### config.mk
export PLATFORM = sky130hd
export DESIGN_NAME = slip_packet_receiver_core
export DESIGN_NICKNAME = d
export VERILOG_FILES = /design/src/sv/spr_pkg.sv /design/src/sv/spr_front.sv /design/src/sv/spr_queue.sv /design/src/sv/spr_back.sv /design/src/sv/slip_packet_receiver_core.sv
export SDC_FILE = /design/constraint.sdc
export NUM_CORES = 1
export LEC_CHECK = 0
export BUFFER_PORTS_ARGS = -buffer_cell sky130_fd_sc_hd__buf_2
export CAP_MARGIN = 25
export CORE_MARGIN = 4
export CORE_UTILIZATION = 68
export DETAILED_ROUTE_END_ITERATION = 8
export PLACE_DENSITY_LB_ADDON = 0.12
export SYNTH_ARGS = -nofsm -noshare
export SYNTH_HDL_FRONTEND = slang
export SYNTH_SLANG_ARGS = --single-unit
### constraint.sdc
create_clock -name clk -period 12.99 [get_ports clk]
set_input_delay 1.299 -clock clk [delete_from_list [all_inputs] [get_ports clk]]
set_output_delay 1.299 -clock clk [all_outputs]
set_load 0.02 [all_outputs]
### src/sv/spr_pkg.sv
// Shared types, SLIP codes and sizes for the SLIP packet receiver.
package spr_pkg;

    localparam logic [7:0] SLIP_END     = 8'hC0;
    localparam logic [7:0] SLIP_ESC     = 8'hDB;
    localparam logic [7:0] SLIP_ESC_END = 8'hDC;
    localparam logic [7:0] SLIP_ESC_ESC = 8'hDD;

    localparam int MAX_RAW_BYTES_DEF = 64;
    localparam int IDX_W    = 6;
    localparam int RAW_W    = 7;
    localparam int LEN_W    = 6;
    localparam int ADDR_W   = IDX_W + 1;
    localparam int MAX_LEN  = (1 << LEN_W) - 1;

    typedef struct packed {
        logic              en;
        logic [ADDR_W-1:0] addr;
        logic [7:0]        data;
    } spr_wr_t;

    typedef struct packed {
        logic             bank;
        logic [LEN_W-1:0] len;
    } spr_desc_t;

    typedef enum logic [1:0] {
        B_IDLE,
        B_READ,
        B_SHOW
    } back_state_t;

endpackage

### src/sv/spr_front.sv
// Front end: SLIP decoding of raw bytes into the packet buffer and packet framing.
module spr_front #(
    parameter int MAX_RAW_BYTES = spr_pkg::MAX_RAW_BYTES_DEF
) (
    input  logic              clk,
    input  logic              rst_n,
    input  logic              in_valid,
    output logic              in_ready,
    input  logic [7:0]        rx_byte,
    output spr_pkg::spr_wr_t  wr,
    output logic              push,
    output spr_pkg::spr_desc_t push_desc,
    input  logic              q_full
);
    import spr_pkg::*;

    logic             receiving_reg, receiving_next;
    logic [RAW_W-1:0] raw_count_reg, raw_count_next;
    logic             escape_reg, escape_next;
    logic [RAW_W-1:0] dcount_reg, dcount_next;
    logic             bank_reg, bank_next;
    logic             accept;
    logic             store_en;
    logic [7:0]       store_val;
    logic [RAW_W-1:0] dcount_base;

    assign in_ready = !q_full;
    assign accept   = in_valid && in_ready;

    always_comb
    begin
        receiving_next = receiving_reg;
        raw_count_next = raw_count_reg;
        escape_next    = escape_reg;
        dcount_base    = dcount_reg;
        bank_next      = bank_reg;
        store_en       = 1'b0;
        store_val      = rx_byte;
        push           = 1'b0;
        push_desc.bank = bank_reg;
        push_desc.len  = (dcount_reg > RAW_W'(MAX_LEN)) ? LEN_W'(MAX_LEN)
                                                         : dcount_reg[LEN_W-1:0];
        if (accept)
        begin
            if (!receiving_reg)
            begin
                if (rx_byte != SLIP_END)
                begin
                    // First byte of a packet: restart counters, then decode it.
                    receiving_next = 1'b1;
                    raw_count_next = RAW_W'(1);
                    dcount_base    = '0;
                    escape_next    = (rx_byte == SLIP_ESC);
                    store_en       = (rx_byte != SLIP_ESC);
                end
            end
            else if (raw_count_reg >= RAW_W'(MAX_RAW_BYTES))
            begin
                // Overlong packet is dropped along with this byte.
                receiving_next = 1'b0;
            end
            else if (rx_byte != SLIP_END)
            begin
                raw_count_next = raw_count_reg + RAW_W'(1);
                if (escape_reg)
                begin
                    escape_next = 1'b0;
                    if (rx_byte == SLIP_ESC_END)
                    begin
                        store_en  = 1'b1;
                        store_val = SLIP_END;
                    end
                    else if (rx_byte == SLIP_ESC_ESC)
                    begin
                        store_en  = 1'b1;
                        store_val = SLIP_ESC;
                    end
                end
                else if (rx_byte == SLIP_ESC)
                begin
                    escape_next = 1'b1;
                end
                else
                begin
                    store_en = 1'b1;
                end
            end
            else
            begin
                // End of packet: hand the filled bank to the back end.
                receiving_next = 1'b0;
                escape_next    = 1'b0;
                push           = 1'b1;
                bank_next      = ~bank_reg;
            end
        end
        dcount_next = store_en ? dcount_base + RAW_W'(1) : dcount_base;
        wr.en       = store_en;
        wr.addr     = {bank_reg, dcount_base[IDX_W-1:0]};
        wr.data     = store_val;
    end

    always_ff @(posedge clk or negedge rst_n)
    begin
        if (!rst_n)
        begin
            receiving_reg <= 1'b0;
            raw_count_reg <= '0;
            escape_reg    <= 1'b0;
            dcount_reg    <= '0;
            bank_reg      <= 1'b0;
        end
        else
        begin
            receiving_reg <= receiving_next;
            raw_count_reg <= raw_count_next;
            escape_reg    <= escape_next;
            dcount_reg    <= dcount_next;
            bank_reg      <= bank_next;
        end
    end

    a_write_keeps_packet: assert property (@(posedge clk) disable iff (!rst_n)
        wr.en |=> receiving_reg)
        else $error("buffer write did not leave the packet open");
    a_push_not_full: assert property (@(posedge clk) disable iff (!rst_n)
        push |-> !q_full)
        else $error("packet pushed into a full queue");
    a_raw_bounded: assert property (@(posedge clk) disable iff (!rst_n)
        raw_count_reg <= RAW_W'(MAX_RAW_BYTES))
        else $error("raw count ran past the limit");

endmodule

### src/sv/spr_queue.sv
// Two-entry queue of finished packet descriptors between front and back end.
module spr_queue (
    input  logic               clk,
    input  logic               rst_n,
    input  logic               push,
    input  spr_pkg::spr_desc_t push_desc,
    input  logic               pop,
    output logic               q_valid,
    output logic               q_full,
    output spr_pkg::spr_desc_t head
);
    import spr_pkg::*;

    spr_desc_t   entry_reg [2];
    logic        wr_ptr_reg, wr_ptr_next;
    logic        rd_ptr_reg, rd_ptr_next;
    logic [1:0]  count_reg, count_next;

    assign q_valid = (count_reg != 2'd0);
    assign q_full  = (count_reg == 2'd2);
    assign head    = entry_reg[rd_ptr_reg];

    always_comb
    begin
        wr_ptr_next = push ? ~wr_ptr_reg : wr_ptr_reg;
        rd_ptr_next = pop ? ~rd_ptr_reg : rd_ptr_reg;
        count_next  = count_reg + {1'b0, push} - {1'b0, pop};
    end

    always_ff @(posedge clk)
    begin
        if (push)
        begin
            entry_reg[wr_ptr_reg] <= push_desc;
        end
    end

    always_ff @(posedge clk or negedge rst_n)
    begin
        if (!rst_n)
        begin
            wr_ptr_reg <= 1'b0;
            rd_ptr_reg <= 1'b0;
            count_reg  <= '0;
        end
        else
        begin
            wr_ptr_reg <= wr_ptr_next;
            rd_ptr_reg <= rd_ptr_next;
            count_reg  <= count_next;
        end
    end

    a_count_range: assert property (@(posedge clk) disable iff (!rst_n)
        count_reg != 2'd3)
        else $error("queue count out of range");
    a_no_overflow: assert property (@(posedge clk) disable iff (!rst_n)
        push |-> (count_reg != 2'd2))
        else $error("queue overflow");
    a_no_underflow: assert property (@(posedge clk) disable iff (!rst_n)
        pop |-> (count_reg != 2'd0))
        else $error("queue underflow");

endmodule

### src/sv/spr_back.sv
// Back end: two-bank packet buffer and the drain that sends out decoded words.
module spr_back (
    input  logic               clk,
    input  logic               rst_n,
    input  spr_pkg::spr_wr_t   wr,
    input  logic               q_valid,
    input  spr_pkg::spr_desc_t head,
    output logic               pop,
    output logic               out_valid,
    input  logic               out_ready,
    output logic [7:0]         data_byte,
    output logic               last_byte,
    output logic               empty_packet,
    output logic [spr_pkg::LEN_W-1:0] packet_length
);
    import spr_pkg::*;

    localparam int DEPTH = 1 << ADDR_W;

    logic [7:0]       mem [DEPTH];
    logic [7:0]       rd_data_reg;
    back_state_t      state_reg, state_next;
    logic [IDX_W-1:0] idx_reg, idx_next;
    logic             rd_en;
    logic             is_empty;
    logic             is_last;
    logic             done;

    assign is_empty = (head.len == '0);
    assign is_last  = is_empty || (idx_reg == IDX_W'(head.len - LEN_W'(1)));
    assign done     = out_valid && out_ready && is_last;

    always_ff @(posedge clk)
    begin
        if (wr.en)
        begin
            mem[wr.addr] <= wr.data;
        end
        if (rd_en)
        begin
            rd_data_reg <= mem[{head.bank, idx_reg}];
        end
    end

    always_comb
    begin
        state_next = state_reg;
        idx_next   = idx_reg;
        case (state_reg)
            B_IDLE:
            begin
                idx_next = '0;
                if (q_valid)
                begin
                    state_next = is_empty ? B_SHOW : B_READ;
                end
            end
            B_READ:
            begin
                state_next = B_SHOW;
            end
            B_SHOW:
            begin
                if (out_ready)
                begin
                    if (is_last)
                    begin
                        state_next = B_IDLE;
                    end
                    else
                    begin
                        idx_next   = idx_reg + IDX_W'(1);
                        state_next = B_READ;
                    end
                end
            end
            default:
            begin
                state_next = B_IDLE;
            end
        endcase
    end

    always_comb
    begin
        rd_en     = 1'b0;
        out_valid = 1'b0;
        pop       = 1'b0;
        case (state_reg)
            B_READ:
            begin
                rd_en = 1'b1;
            end
            B_SHOW:
            begin
                out_valid = 1'b1;
                pop       = out_ready && is_last;
            end
            default:
            begin
                rd_en = 1'b0;
            end
        endcase
    end

    assign data_byte     = is_empty ? 8'd0 : rd_data_reg;
    assign last_byte     = is_last;
    assign empty_packet  = is_empty;
    assign packet_length = head.len;

    always_ff @(posedge clk or negedge rst_n)
    begin
        if (!rst_n)
        begin
            state_reg <= B_IDLE;
            idx_reg   <= '0;
        end
        else
        begin
            state_reg <= state_next;
            idx_reg   <= idx_next;
        end
    end

    a_show_has_packet: assert property (@(posedge clk) disable iff (!rst_n)
        (state_reg != B_IDLE) |-> q_valid)
        else $error("drain active without a queued packet");
    a_read_then_show: assert property (@(posedge clk) disable iff (!rst_n)
        (state_reg == B_READ) |=> (state_reg == B_SHOW))
        else $error("buffer read not followed by an output word");
    a_last_ends_run: assert property (@(posedge clk) disable iff (!rst_n)
        done |=> (state_reg == B_IDLE))
        else $error("drain continued past the last word");

endmodule

### src/sv/slip_packet_receiver_core.sv
// Top level of the SLIP packet receiver: front decoder, descriptor queue, buffered drain.
//
//   Channel   Direction  Handshake             Word
//   rx        in         in_valid / in_ready   rx_byte
//   result    out        out_valid / out_ready data_byte, last_byte, empty_packet,
//                                              packet_length
//
// The front end takes one raw word per cycle and decodes it straight into one of
// two 64-byte buffer banks; it only stalls when both banks hold packets that are
// still waiting to be drained. The drain reads each word from the buffer, then
// shows it until it is taken, and returns to idle between packets. Reset clears
// all control state; the buffer needs no clearing pass. Either side may stall
// indefinitely without losing or repeating words.
module slip_packet_receiver_core #(
    parameter int MAX_RAW_BYTES = spr_pkg::MAX_RAW_BYTES_DEF
) (
    input  logic       clk,
    input  logic       rst_n,
    input  logic       in_valid,
    output logic       in_ready,
    input  logic [7:0] rx_byte,
    output logic       out_valid,
    input  logic       out_ready,
    output logic [7:0] data_byte,
    output logic       last_byte,
    output logic       empty_packet,
    output logic [spr_pkg::LEN_W-1:0] packet_length
);
    import spr_pkg::*;

    // Decoded bytes travel from front to back through the buffer write port,
    // while the queue carries which bank is complete and how long it is.
    spr_wr_t   wr;
    spr_desc_t push_desc;
    spr_desc_t head;
    logic      push;
    logic      pop;
    logic      q_valid;
    logic      q_full;

    spr_front #(
        .MAX_RAW_BYTES (MAX_RAW_BYTES)
    ) u_front (
        .clk       (clk),
        .rst_n     (rst_n),
        .in_valid  (in_valid),
        .in_ready  (in_ready),
        .rx_byte   (rx_byte),
        .wr        (wr),
        .push      (push),
        .push_desc (push_desc),
        .q_full    (q_full)
    );

    spr_queue u_queue (
        .clk       (clk),
        .rst_n     (rst_n),
        .push      (push),
        .push_desc (push_desc),
        .pop       (pop),
        .q_valid   (q_valid),
        .q_full    (q_full),
        .head      (head)
    );

    // The drain works on the packet at the head of the queue and pops it once
    // its last word has been taken.
    spr_back u_back (
        .clk           (clk),
        .rst_n         (rst_n),
        .wr            (wr),
        .q_valid       (q_valid),
        .head          (head),
        .pop           (pop),
        .out_valid     (out_valid),
        .out_ready     (out_ready),
        .data_byte     (data_byte),
        .last_byte     (last_byte),
        .empty_packet  (empty_packet),
        .packet_length (packet_length)
    );

endmodule
==> impl_metrics.tcl <==
set metrics [dict create \
    syn2layout_area_growth_pct 10.4 \
    row_count 91 \
    drv_slew 0 \
    min-delay-start "u_queue.wr_ptr_reg" \
    max_freq_mhz 206 \
    die_h_um 257 \
    ir_worst_vdd_uv 134 \
    crit_type "in2reg" \
    setup_tns_ns 0 \
    wirelength_mm 94.5 \
    clkLatencyLatePin_ns 0.64 \
    path_clk_slew_ns 0.06 \
    start_util 0.687 \
    hold_path.class "reg2reg" \
    yosysUniqueCellTypes 60 \
    timing.rr.start "u_back.idx_reg[1]" \
    synthArstFlopShare 0.0270 \
    reg2reg_depth 7 \
    yosys_warnings 0 \
    wl_per_cell_um 32.6 \
    gp_congestion 0.899 \
    rrSetupSlack_ns 8.40 \
    cts_buffers 103 \
    root_buffer "clkbuf_16" \
    grt_pass1_vias 20600 \
    period_share 0.375 \
    slew_headroom 0.325 \
    clk_path_buf_depth 3 \
    avgSynthCellArea_sq_um 22.0 \
    ys_seq_elements 1075 \
    mostFrequentLayoutCell "edfxtp_1" \
    holdBufCountCts 0 \
    drtPass1Iterations 8 \
    status "finished clean" \
    fp.dieW_um 257 \
    antenna_found_initial 0 \
    crit_required_ns 13.26 \
    num_vias 20300 \
    drc 0 \
    total_leakage_power_nw 14.3 \
    synth_area_leader_cell "edfxtp_1" \
    dp_hpwl_mm 53.3 \
    nFillCells 3135 \
    min_period_ns 4.87 \
    largest_reg_flops 1024 \
    finalHoldViolations 0 \
    skew_ns 0.0203 \
    crit_path_end_kind "register" \
    diodes 0 \
    worstMarginPinSlew_ns 0.984 \
    syn_area_sq_um 42300 \
    vias_per_cell 7.00 \
    holdPathStages 1 \
    netlist_top_cells_area "edfxtp_1 (74%), mux4_2 (17%), dfrtp_1 (1.7%), nor2_1 (1.3%), mux2i_1 (0.62%)" \
    globalRoute.totalOverflow 0 \
    timing.max_cap.violations 0 \
    grt_pass1_wl_mm 142 \
    synth-edff-count 1046 \
    power_mw 8.68 \
    layout_common_cells "edfxtp_1 (1046), mux4_2 (320), nor2_1 (150)" \
    cts_resized 0 \
    drt_iter0_drc 2606 \
    setup_viol 0 \
    grt_max_degree 115 \
    design.die.area_sq_um 66300 \
    boundaryPins 30 \
    nNetsFinal 2001 \
    cts_tree "done" \
    drive_gt1_frac 0.269 \
    startpoint_type "primary input" \
    synthFlopType "edfxtp_1" \
    antenna_left 0 \
    rsz0062_at_grt "false" \
    cp_max_fo 81 \
    critical_path.startpoint "rx_byte[5]" \
    netlist_instances 1922 \
    synth_nets 1941 \
    portBuffers 29 \
    clock_sinks 1075 \
    synth_seq_area_share 0.760 \
    cts_htree_levels 3 \
    cts_setup_buffers 0 \
    critical_path_arrival_ns 5.13 \
    synth.top_cell.area_share 0.742 \
    power_density_nw_per_um2 186 \
    track_usage 0.293 \
    coreArea_sq_um 61600 \
]
-- through the flow --
| step | cell area, sq um | instances | utilization | hold slack, ns | setup slack (ns) |
|---|---|---|---|---|---|
| final | 46700 | 2899 | 0.758 | 0.486 | 8.12 |
| after global routing | 46700 | 2899 | 0.758 | 0.525 | 7.94 |
| after CTS | 46500 | 2893 | 0.756 | 0.490 | 7.76 |
| after detailed placement | 43400 | 2708 | 0.704 | 0.481 | 7.08 |
| after global placement | 43300 | 2706 | 0.703 | 0.473 | 7.35 |
| after floorplan | 42300 | 1922 | - | 0.455 | 5.12 |
-- per-layer routing --
layer,up-vias,part of all wire,global-route usage
li1,8125,-,-
met1,10700,0.39,0.447
met2,1287,0.49,0.456
met3,151,0.097,0.0552
met4,0,0.027,0.0799
met5,-,0,0
-- area by class of cell --
class | instances | area (sq um) | area share
Multi-Input combinational cell | 724 | 9690 | 0.208
Sequential cell | 1075 | 32200 | 0.689
Tap cell | 837 | 1050 | 0.0224
Clock inverter | 54 | 462 | 0.00989
Clock buffer | 131 | 2730 | 0.0584
Timing Repair Buffer | 66 | 569 | 0.0122
Inverter | 12 | 45.0 | 0.000965
-- where the power goes --
part | internal [mW] | switching [mW] | total, mW
Sequential | 3.88 | 0.128 | 4.01
Clock | 1.65 | 1.22 | 2.87
Combinational | 0.884 | 0.925 | 1.81
Total | 6.41 | 2.27 | 8.68
-- critical path, stage by stage --
cell	delay, ns
buf_4	0.27
buf_4	0.45
and3b_1	0.37
nand3_1	0.10
a21o_1	0.22
a21oi_1	0.55
nand4b_1	0.71
buf_4	0.48
nor2_1	0.63
-- Yosys cell counts (4+ instances only) --
cell type	count
nor2_1	150
or2_2	6
mux2i_1	26
mux2_2	16
buf_1	14
inv_1	12
xnor2_1	9
buf_2	31
edfxtp_1	1046
dfrtp_1	29
ha_1	7
nand2_1	39
nor2b_1	13
a21o_1	4
a21oi_1	5
mux4_2	320
nand4_1	7
nor3_1	4
nand3_1	10
clkbuf_1	62
and2_1	13
and3_1	6
o22ai_1	7
xor2_1	14
o21ai_0	9
nand2b_1	7
a221oi_1	7
nand4b_1	5
-- cells by family (layout without fill, tap and decap cells) --
kind of cell    after synthesis  count (layout)  synth area share
compound gates               53              53           0.00926
xor+xnor                     23              23           0.00476
fa+ha+maj                     7               7           0.00207
buf+inv                     123             263            0.0124
flops                      1075            1075             0.760
mux                         362             362             0.181
simple gates                279             279            0.0312
-- final timing paths --
| kind | endpoint |
|---|---|
| min | u_queue.wr_ptr_reg |
| max | u_back.mem[14][3] |
| max in group asynchronous | u_back.idx_reg[4] |
| min reg2reg | u_queue.wr_ptr_reg |
| max reg2reg | u_back.rd_data_reg[3] |
| min in group asynchronous | u_queue.count_reg[1] |
Power figures use the tool's default switching activity.
